## src/hw/rtl/gni_pkg.sv

```systemverilog
// shared types and constants of the grid neighbor index generator
package gni_pkg;

    localparam int AXES     = 3;
    localparam int MAX_AXES = 3;
    localparam int SIDE_DEF = 256;
    localparam int SIZE_W   = 9;
    localparam int CNT_W    = 2;
    localparam int MASK_W   = 3;
    localparam int IDX_W    = 24;
    localparam int NB_W     = 25;
    localparam int CFG_IDX_W  = 3;
    localparam int CFG_DATA_W = 9;
    localparam int S_DATA_W = 8;
    localparam int M_DATA_W = 176;
    localparam int SETTLE_W = 2;

    localparam logic [CFG_IDX_W-1:0] REG_AXIS_COUNT = 3'd0;
    localparam logic [CFG_IDX_W-1:0] REG_SIZE_AXIS0 = 3'd1;
    localparam logic [CFG_IDX_W-1:0] REG_SIZE_AXIS1 = 3'd2;
    localparam logic [CFG_IDX_W-1:0] REG_SIZE_AXIS2 = 3'd3;
    localparam logic [CFG_IDX_W-1:0] REG_PERIODIC   = 3'd4;

    typedef struct packed {
        logic [AXES-1:0]             used;
        logic [AXES-1:0]             periodic;
        logic [AXES-1:0][SIZE_W-1:0] size;
        logic [AXES-1:0][IDX_W-1:0]  stride;
        logic [AXES-1:0][NB_W-1:0]   wrap;
        logic                        busy;
        logic                        clear;
    } geom_t;

endpackage

```

## src/hw/rtl/gni_cfg.sv

```systemverilog
// configuration registers, axis strides and wrap offsets
module gni_cfg import gni_pkg::*; #(
    parameter int MAX_SIDE = SIDE_DEF
) (
    input  logic                  aclk,
    input  logic                  aresetn,
    input  logic                  cfg_valid,
    output logic                  cfg_ready,
    input  logic [CFG_IDX_W-1:0]  cfg_index,
    input  logic [CFG_DATA_W-1:0] cfg_data,
    output geom_t                 geom
);

    localparam int SIDE_CAP = (MAX_SIDE < 511) ? MAX_SIDE : 511;

    logic [CNT_W-1:0]            axis_count_reg;
    logic [AXES-1:0][SIZE_W-1:0] size_reg;
    logic [MASK_W-1:0]           periodic_reg;
    logic [SETTLE_W-1:0]         settle_reg;
    logic                        clear_reg;
    logic [AXES-1:0][IDX_W-1:0]  stride_reg;
    logic [AXES-1:0][NB_W-1:0]   wrap_reg;
    logic [AXES-1:0][IDX_W-1:0]  stride_next;
    logic [AXES-1:0][NB_W-1:0]   wrap_next;
    logic [AXES-1:0][SIZE_W-1:0] eff_size;
    logic [AXES-1:0]             used;
    logic [CNT_W-1:0]            n_axes;
    logic                        wr_en;
    logic                        wr_known;

    assign cfg_ready = 1'b1;
    assign wr_en     = cfg_valid && cfg_ready;

    always_comb begin
        case (cfg_index)
            REG_AXIS_COUNT, REG_SIZE_AXIS0, REG_SIZE_AXIS1,
            REG_SIZE_AXIS2, REG_PERIODIC: wr_known = 1'b1;
            default:                      wr_known = 1'b0;
        endcase
    end

    always_comb begin
        if (axis_count_reg == '0) begin
            n_axes = CNT_W'(1);
        end else if (axis_count_reg > CNT_W'(MAX_AXES)) begin
            n_axes = CNT_W'(MAX_AXES);
        end else begin
            n_axes = axis_count_reg;
        end
        for (int k = 0; k < AXES; k++) begin
            used[k] = CNT_W'(k) < n_axes;
            if (size_reg[k] < SIZE_W'(2)) begin
                eff_size[k] = SIZE_W'(2);
            end else if (size_reg[k] > SIZE_W'(SIDE_CAP)) begin
                eff_size[k] = SIZE_W'(SIDE_CAP);
            end else begin
                eff_size[k] = size_reg[k];
            end
        end
    end

    // strides for row-major order, last used axis has stride 1
    always_comb begin
        stride_next = '0;
        case (n_axes)
            CNT_W'(1): begin
                stride_next[0] = IDX_W'(1);
            end
            CNT_W'(2): begin
                stride_next[0] = IDX_W'(eff_size[1]);
                stride_next[1] = IDX_W'(1);
            end
            default: begin
                stride_next[0] = IDX_W'(eff_size[1]) * IDX_W'(eff_size[2]);
                stride_next[1] = IDX_W'(eff_size[2]);
                stride_next[2] = IDX_W'(1);
            end
        endcase
        for (int k = 0; k < AXES; k++) begin
            wrap_next[k] = NB_W'(stride_reg[k]) * NB_W'(eff_size[k] - SIZE_W'(1));
        end
    end

    always_ff @(posedge aclk) begin
        stride_reg <= stride_next;
        wrap_reg   <= wrap_next;
        if (!aresetn) begin
            axis_count_reg <= CNT_W'(3);
            size_reg       <= {AXES{SIZE_W'(2)}};
            periodic_reg   <= '0;
            settle_reg     <= SETTLE_W'(2);
            clear_reg      <= 1'b0;
        end else begin
            clear_reg <= wr_en && wr_known;
            if (wr_en) begin
                settle_reg <= SETTLE_W'(2);
                case (cfg_index)
                    REG_AXIS_COUNT: axis_count_reg <= cfg_data[CNT_W-1:0];
                    REG_SIZE_AXIS0: size_reg[0]    <= cfg_data[SIZE_W-1:0];
                    REG_SIZE_AXIS1: size_reg[1]    <= cfg_data[SIZE_W-1:0];
                    REG_SIZE_AXIS2: size_reg[2]    <= cfg_data[SIZE_W-1:0];
                    REG_PERIODIC:   periodic_reg   <= cfg_data[MASK_W-1:0];
                    default: ;
                endcase
            end else if (settle_reg != '0) begin
                settle_reg <= settle_reg - SETTLE_W'(1);
            end
        end
    end

    assign geom.used     = used;
    assign geom.periodic = periodic_reg;
    assign geom.size     = eff_size;
    assign geom.stride   = stride_reg;
    assign geom.wrap     = wrap_reg;
    assign geom.busy     = (settle_reg != '0) || wr_en;
    assign geom.clear    = clear_reg;

endmodule

```

## src/hw/rtl/gni_walk.sv

```systemverilog
// cell walker: input register, neighbor logic and result register
module gni_walk import gni_pkg::*; #(
    parameter int MAX_SIDE = SIDE_DEF
) (
    input  logic                aclk,
    input  logic                aresetn,
    input  geom_t               geom,
    input  logic                s_tvalid,
    output logic                s_tready,
    input  logic [S_DATA_W-1:0] s_tdata,
    output logic                m_tvalid,
    input  logic                m_tready,
    output logic [M_DATA_W-1:0] m_tdata,
    output logic                m_tlast
);

    localparam int SIDE_CAP = (MAX_SIDE < 511) ? MAX_SIDE : 511;
    localparam int CW       = (SIDE_CAP > 2) ? $clog2(SIDE_CAP) : 1;

    logic                        in_valid_reg;
    logic                        in_restart_reg;
    logic                        out_valid_reg;
    logic [M_DATA_W-1:0]         out_data_reg;
    logic                        out_last_reg;
    logic [AXES-1:0][CW-1:0]     coord_reg;
    logic [IDX_W-1:0]            counter_reg;

    logic [AXES-1:0][CW-1:0]     coord_cur;
    logic [AXES-1:0][CW-1:0]     coord_next;
    logic [IDX_W-1:0]            cur_index;
    logic [IDX_W-1:0]            counter_next;
    logic [NB_W-1:0]             cell_ext;
    logic [AXES-1:0][NB_W-1:0]   lo;
    logic [AXES-1:0][NB_W-1:0]   hi;
    logic [AXES-1:0]             at_max;
    logic                        last;
    logic                        carry;
    logic                        fire;
    logic [M_DATA_W-1:0]         data_next;

    assign fire     = in_valid_reg && (!out_valid_reg || m_tready);
    assign s_tready = !geom.busy && (!in_valid_reg || fire);

    always_comb begin
        coord_cur = in_restart_reg ? '0 : coord_reg;
        cur_index = in_restart_reg ? '0 : counter_reg;
        cell_ext  = NB_W'(cur_index);
        last      = 1'b1;
        for (int k = 0; k < AXES; k++) begin
            at_max[k] = SIZE_W'(coord_cur[k]) >= (geom.size[k] - SIZE_W'(1));
            lo[k] = '1;
            hi[k] = '1;
            if (geom.used[k]) begin
                if (coord_cur[k] == '0) begin
                    lo[k] = geom.periodic[k] ? cell_ext + geom.wrap[k] : '1;
                    hi[k] = cell_ext + NB_W'(geom.stride[k]);
                end else if (at_max[k]) begin
                    lo[k] = cell_ext - NB_W'(geom.stride[k]);
                    hi[k] = geom.periodic[k] ? cell_ext - geom.wrap[k] : '1;
                end else begin
                    lo[k] = cell_ext - NB_W'(geom.stride[k]);
                    hi[k] = cell_ext + NB_W'(geom.stride[k]);
                end
                if (SIZE_W'(coord_cur[k]) != (geom.size[k] - SIZE_W'(1))) begin
                    last = 1'b0;
                end
            end
        end
        data_next = {2'b00, hi[2], lo[2], hi[1], lo[1], hi[0], lo[0], cur_index};
    end

    // advance innermost used axis first
    always_comb begin
        carry = 1'b1;
        for (int k = AXES - 1; k >= 0; k--) begin
            coord_next[k] = coord_cur[k];
            if (geom.used[k] && carry) begin
                if (at_max[k]) begin
                    coord_next[k] = '0;
                end else begin
                    coord_next[k] = coord_cur[k] + 1'b1;
                    carry = 1'b0;
                end
            end
        end
        if (last) begin
            coord_next   = '0;
            counter_next = '0;
        end else begin
            counter_next = cur_index + 1'b1;
        end
    end

    always_ff @(posedge aclk) begin
        if (!aresetn) begin
            in_valid_reg  <= 1'b0;
            out_valid_reg <= 1'b0;
            coord_reg     <= '0;
            counter_reg   <= '0;
        end else begin
            if (s_tvalid && s_tready) begin
                in_valid_reg   <= 1'b1;
                in_restart_reg <= s_tdata[0];
            end else if (fire) begin
                in_valid_reg <= 1'b0;
            end
            if (fire) begin
                out_valid_reg <= 1'b1;
                out_data_reg  <= data_next;
                out_last_reg  <= last;
            end else if (m_tready) begin
                out_valid_reg <= 1'b0;
            end
            if (geom.clear) begin
                coord_reg   <= '0;
                counter_reg <= '0;
            end else if (fire) begin
                coord_reg   <= coord_next;
                counter_reg <= counter_next;
            end
        end
    end

    assign m_tvalid = out_valid_reg;
    assign m_tdata  = out_data_reg;
    assign m_tlast  = out_last_reg;

endmodule

```

## src/hw/rtl/grid_neighbor_index_generator.sv

```systemverilog
// top level of the grid neighbor index generator
// Walks a grid of one to three axes in row-major order and returns one result item per
// input item: the linear index of the current cell and, per axis, the neighbor one step
// down and one step up (-1 at a free boundary or on an unused axis, wrapped at a periodic
// one). Items flow at one per cycle unless the output stalls or the geometry settles,
// through the input register and the result register around the neighbor adders. Input
// is held off during and after a configuration write, and after reset, while strides and
// wrap offsets are rebuilt; a write to a known register restarts the walk at cell 0.
module grid_neighbor_index_generator import gni_pkg::*; #(
    parameter int MAX_SIDE = SIDE_DEF
) (
    input  logic                  aclk,
    input  logic                  aresetn,
    input  logic                  cfg_valid,
    output logic                  cfg_ready,
    input  logic [CFG_IDX_W-1:0]  cfg_index,
    input  logic [CFG_DATA_W-1:0] cfg_data,
    input  logic                  s_tvalid,
    output logic                  s_tready,
    input  logic [S_DATA_W-1:0]   s_tdata,  // restart
    output logic                  m_tvalid,
    input  logic                  m_tready,
    // cell_index, axis0_minus, axis0_plus, axis1_minus, axis1_plus, axis2_minus, axis2_plus
    output logic [M_DATA_W-1:0]   m_tdata,
    output logic                  m_tlast
);

    geom_t geom;

    gni_cfg #(
        .MAX_SIDE (MAX_SIDE)
    ) u_cfg (
        .aclk      (aclk),
        .aresetn   (aresetn),
        .cfg_valid (cfg_valid),
        .cfg_ready (cfg_ready),
        .cfg_index (cfg_index),
        .cfg_data  (cfg_data),
        .geom      (geom)
    );

    gni_walk #(
        .MAX_SIDE (MAX_SIDE)
    ) u_walk (
        .aclk     (aclk),
        .aresetn  (aresetn),
        .geom     (geom),
        .s_tvalid (s_tvalid),
        .s_tready (s_tready),
        .s_tdata  (s_tdata),
        .m_tvalid (m_tvalid),
        .m_tready (m_tready),
        .m_tdata  (m_tdata),
        .m_tlast  (m_tlast)
    );

    // no item taken right after a configuration write
    a_cfg_holds_input: assert property (@(posedge aclk) disable iff (!aresetn)
        (cfg_valid && cfg_ready) |=> !s_tready)
        else $error("input item accepted while geometry settles");

    // every grid has at least two cells, so the last one is never cell 0
    a_last_not_zero: assert property (@(posedge aclk) disable iff (!aresetn)
        (m_tvalid && m_tlast) |-> (m_tdata[IDX_W-1:0] != '0))
        else $error("last cell flagged on cell 0");

    // axis 2 reports no neighbors when it is unused
    a_unused_axis: assert property (@(posedge aclk) disable iff (!aresetn)
        (m_tvalid && !geom.used[2]) |-> (m_tdata[173:124] == '1))
        else $error("unused axis carries a neighbor index");

endmodule

```

## config.mk

```make
export PLATFORM = sky130hd
export DESIGN_NAME = grid_neighbor_index_generator
export DESIGN_NICKNAME = d
export VERILOG_FILES = /design/src/hw/rtl/gni_pkg.sv /design/src/hw/rtl/gni_cfg.sv /design/src/hw/rtl/gni_walk.sv /design/src/hw/rtl/grid_neighbor_index_generator.sv
export SDC_FILE = /design/constraint.sdc
export NUM_CORES = 2
export LEC_CHECK = 0
export BUFFER_PORTS_ARGS = -buffer_cell sky130_fd_sc_hd__buf_2
export CAP_MARGIN = 20
export CORE_ASPECT_RATIO = 0.75
export CORE_MARGIN = 2
export CORE_UTILIZATION = 45
export DETAILED_ROUTE_END_ITERATION = 6
export PLACE_DENSITY = 0.61
export REMOVE_ABC_BUFFERS = 1
export SLEW_MARGIN = 20
export SYNTH_ARGS = -nofsm -noshare
export SYNTH_HDL_FRONTEND = slang
export SYNTH_SLANG_ARGS = --single-unit
```

## constraint.sdc

```tcl
create_clock -name aclk -period 6.8 [get_ports aclk]
set_input_delay 2.04 -clock aclk [delete_from_list [all_inputs] [get_ports aclk]]
set_output_delay 2.04 -clock aclk [all_outputs]
set_load 0.02 [all_outputs]
```

==> run metrics <==
run status=finished with violations; failing checks=setup timing; largest net degree at the start of global routing=88; number of flip-flops under the largest register name=174; unrepaired setup endpoints after global routing=yes; Seq/Total Area, Yosys=0.231; initial antenna violation count=3; DIE WIDTH=339 um; Distinct cells, synth=87; Remaining Overflow, GRT=0; max-cap viol count=0; row count=92; Starting Density=0.453; final core area utilization=0.514; first-pass GRT wire length=180,000 um; ratio of cells with drive above 1 in the final layout=0.123; Final min period=7.03 ns; Final WS setup=-0.226 ns; final WL=119,000 um; ANT nets after route=0; Cell Area, Synth=37,900 sq um; Seq cells post-synth=349; Fmax=142 MHz; Startpoint Class=flop; max-slew violation count=0; main area contributors after synthesis=fa_1 (17%), edfxtp_1 (14%), ha_1 (12%); YS warnings=0; vias=32,500; Via-to-Cell Ratio=5.49; Final HPWL DP=96,200 um; CTS tree=done; Sink Count=349; CTS Buf Count=40; Starting DRT DRC Count=2,882; clk_skew=0.0295 ns; cell mode on critical path=fa_1; vias in the first global route=30,700; final hold viol count=0; clk root buf=clkbuf_16; Final Cycle Share=1.03; DR WL/cell=20.2 um; Die ar.=86,600 sq um; Setup crit end kind=flop; top-count cell post-synth=inv_1; max incr delay on CP=0.56 ns; arrival time at the worst endpoint=7.51 ns; PD cells=248 nW/um^2; Design Area, Final=43,100 sq um; Synth Instances=4,469; Post-layout nets=5,464; worst slew pin tran=0.978 ns; WS Path Type=reg -> reg; endpoints failing setup=5; total track usage=0.269; pre-CTS WS=-0.676 ns; Slowest-stage cell, CP=or4_4; gpl congestion=0.970; Hold WC Path Type=reg -> reg; share of the synthesized area in the top cell type=0.167; core area=83,700 sq um; CTS max path bufs=3; placed cells=5,822; cell taking the most area after synthesis=fa_1; Synth Flop Type=edfxtp_1; worst vdd ir=0.481 mV; # fillers=8,083; placed cell area=41,100 sq um; Pre-antenna DRT Iters=5; Post-Layout Cell Count=5,912; asr flop ratio synth=0; Final Total Pwr=0.0107 W; die height=255 um; Worst EP required=7.28 ns; CP max FO=4; Clock transition at path regs=0.06 ns; H-tree depth reported by CTS=2; clk_lat worst skew=0.60 ns; Area Growth Syn to Fin=13.6%; I/O Buffers=194; syn avg cell area=8.48 sq um; Max-slew headroom=0.347; Post-synth EDFFs=176; Ports=205; Synth top cells by count=inv_1 (575), nor2_1 (450), nand2_1 (434); DRC=0; P_leak=18.7 nW
==> critical path, delay by kind of cell, from the launching register on <==
family	cells	cell delay, ns
DFF	1	0.31
AOI/OAI and AO/OA	7	1.32
and+or+nand+nor	7	1.35
xor gates and xnor gates	1	0.11
adders and majority gates	7	3.19
buffers and inverters	8	0.61
==> routing by layer <==
layer  vias up  track usage  wire (um)
met2      1216        0.378      47400
met5         -            0          0
met3       138       0.0571      11300
met4         0       0.0619       2630
met1     15700        0.415      57900
li1      15400            -          -
==> final cells by class <==
class,count,area [sq um],share of cell area
sequential,349,8750,0.203
multi-input combinational,3395,26800,0.623
clock buffer,52,1130,0.0263
timing repair buffer,376,2400,0.0558
inverter,589,2220,0.0516
tap,1128,1410,0.0328
clock inverter,22,294,0.00683
antenna,1,2.50,0.0000581
==> cells by family after synthesis <==
| group | share of synthesized area |
|---|---|
| AND/OR/NAND/NOR | 0.186 |
| AO/OA/AOI/OAI | 0.142 |
| buffers and inverters | 0.0776 |
| adder cells (fa/ha/maj) | 0.290 |
| flip-flops | 0.231 |
| XOR/XNOR | 0.0689 |
| multiplexers | 0.00432 |
| other | 0.000198 |
==> placed cells by master (no fill, tap or decap), drive strengths merged, types with 41 or more instances in the layout <==
cell type and count:
a21o 41, buf 376, clkbuf 52, a21boi 42
nor2 451, xnor2 233, nor3 97, inv 583
o21ai 182, nand3 104, fa 317, xor2 65
a21oi 231, dfxtp 173, nand2 434, conb 52
ha 371, nor2b 115, edfxtp 176, a22oi 49
nand2b 83
==> where the power goes <==
group | internal [W] | switching, W
logic | 0.00252 | 0.00324
registers | 0.00238 | 0.000170
clock network | 0.00139 | 0.000996
total | 0.00629 | 0.00441
==> what timing repair did <==
action | 4_1_cts | 5_1_grt
gates resized for setup | 69 | 40
hold buffers | 0 | 0
setup buffers | 11 | 4
cloned | 0 | 0
setup endpoints to repair | 11 | 14
pin swaps | 43 | 28
==> final timing paths <==
path / start / end / cells after the start / slack, ns
worst max register to register: u_cfg.size_reg[4] / u_cfg.geom[26] / 30 / -0.23
worst max-delay path: u_cfg.size_reg[4] / u_cfg.geom[26] / 30 / -0.23
worst min-delay path: u_walk.coord_reg[12] / u_walk.coord_reg[12] / 1 / 0.47
worst min register to register: u_walk.coord_reg[12] / u_walk.coord_reg[12] / 1 / 0.47
==> per-stage QoR <==
| step | setup TNS, ns | hold slack [ns] |
|---|---|---|
| after detailed placement | -3.64 | 0.468 |
| after global routing | -2.29 | 0.509 |
| after global placement | -2.78 | 0.454 |
| after floorplan | -127.45 | 0.438 |
| final | -0.726 | 0.469 |
| after CTS | -0.969 | 0.476 |
Power figures use the tool's default switching activity.
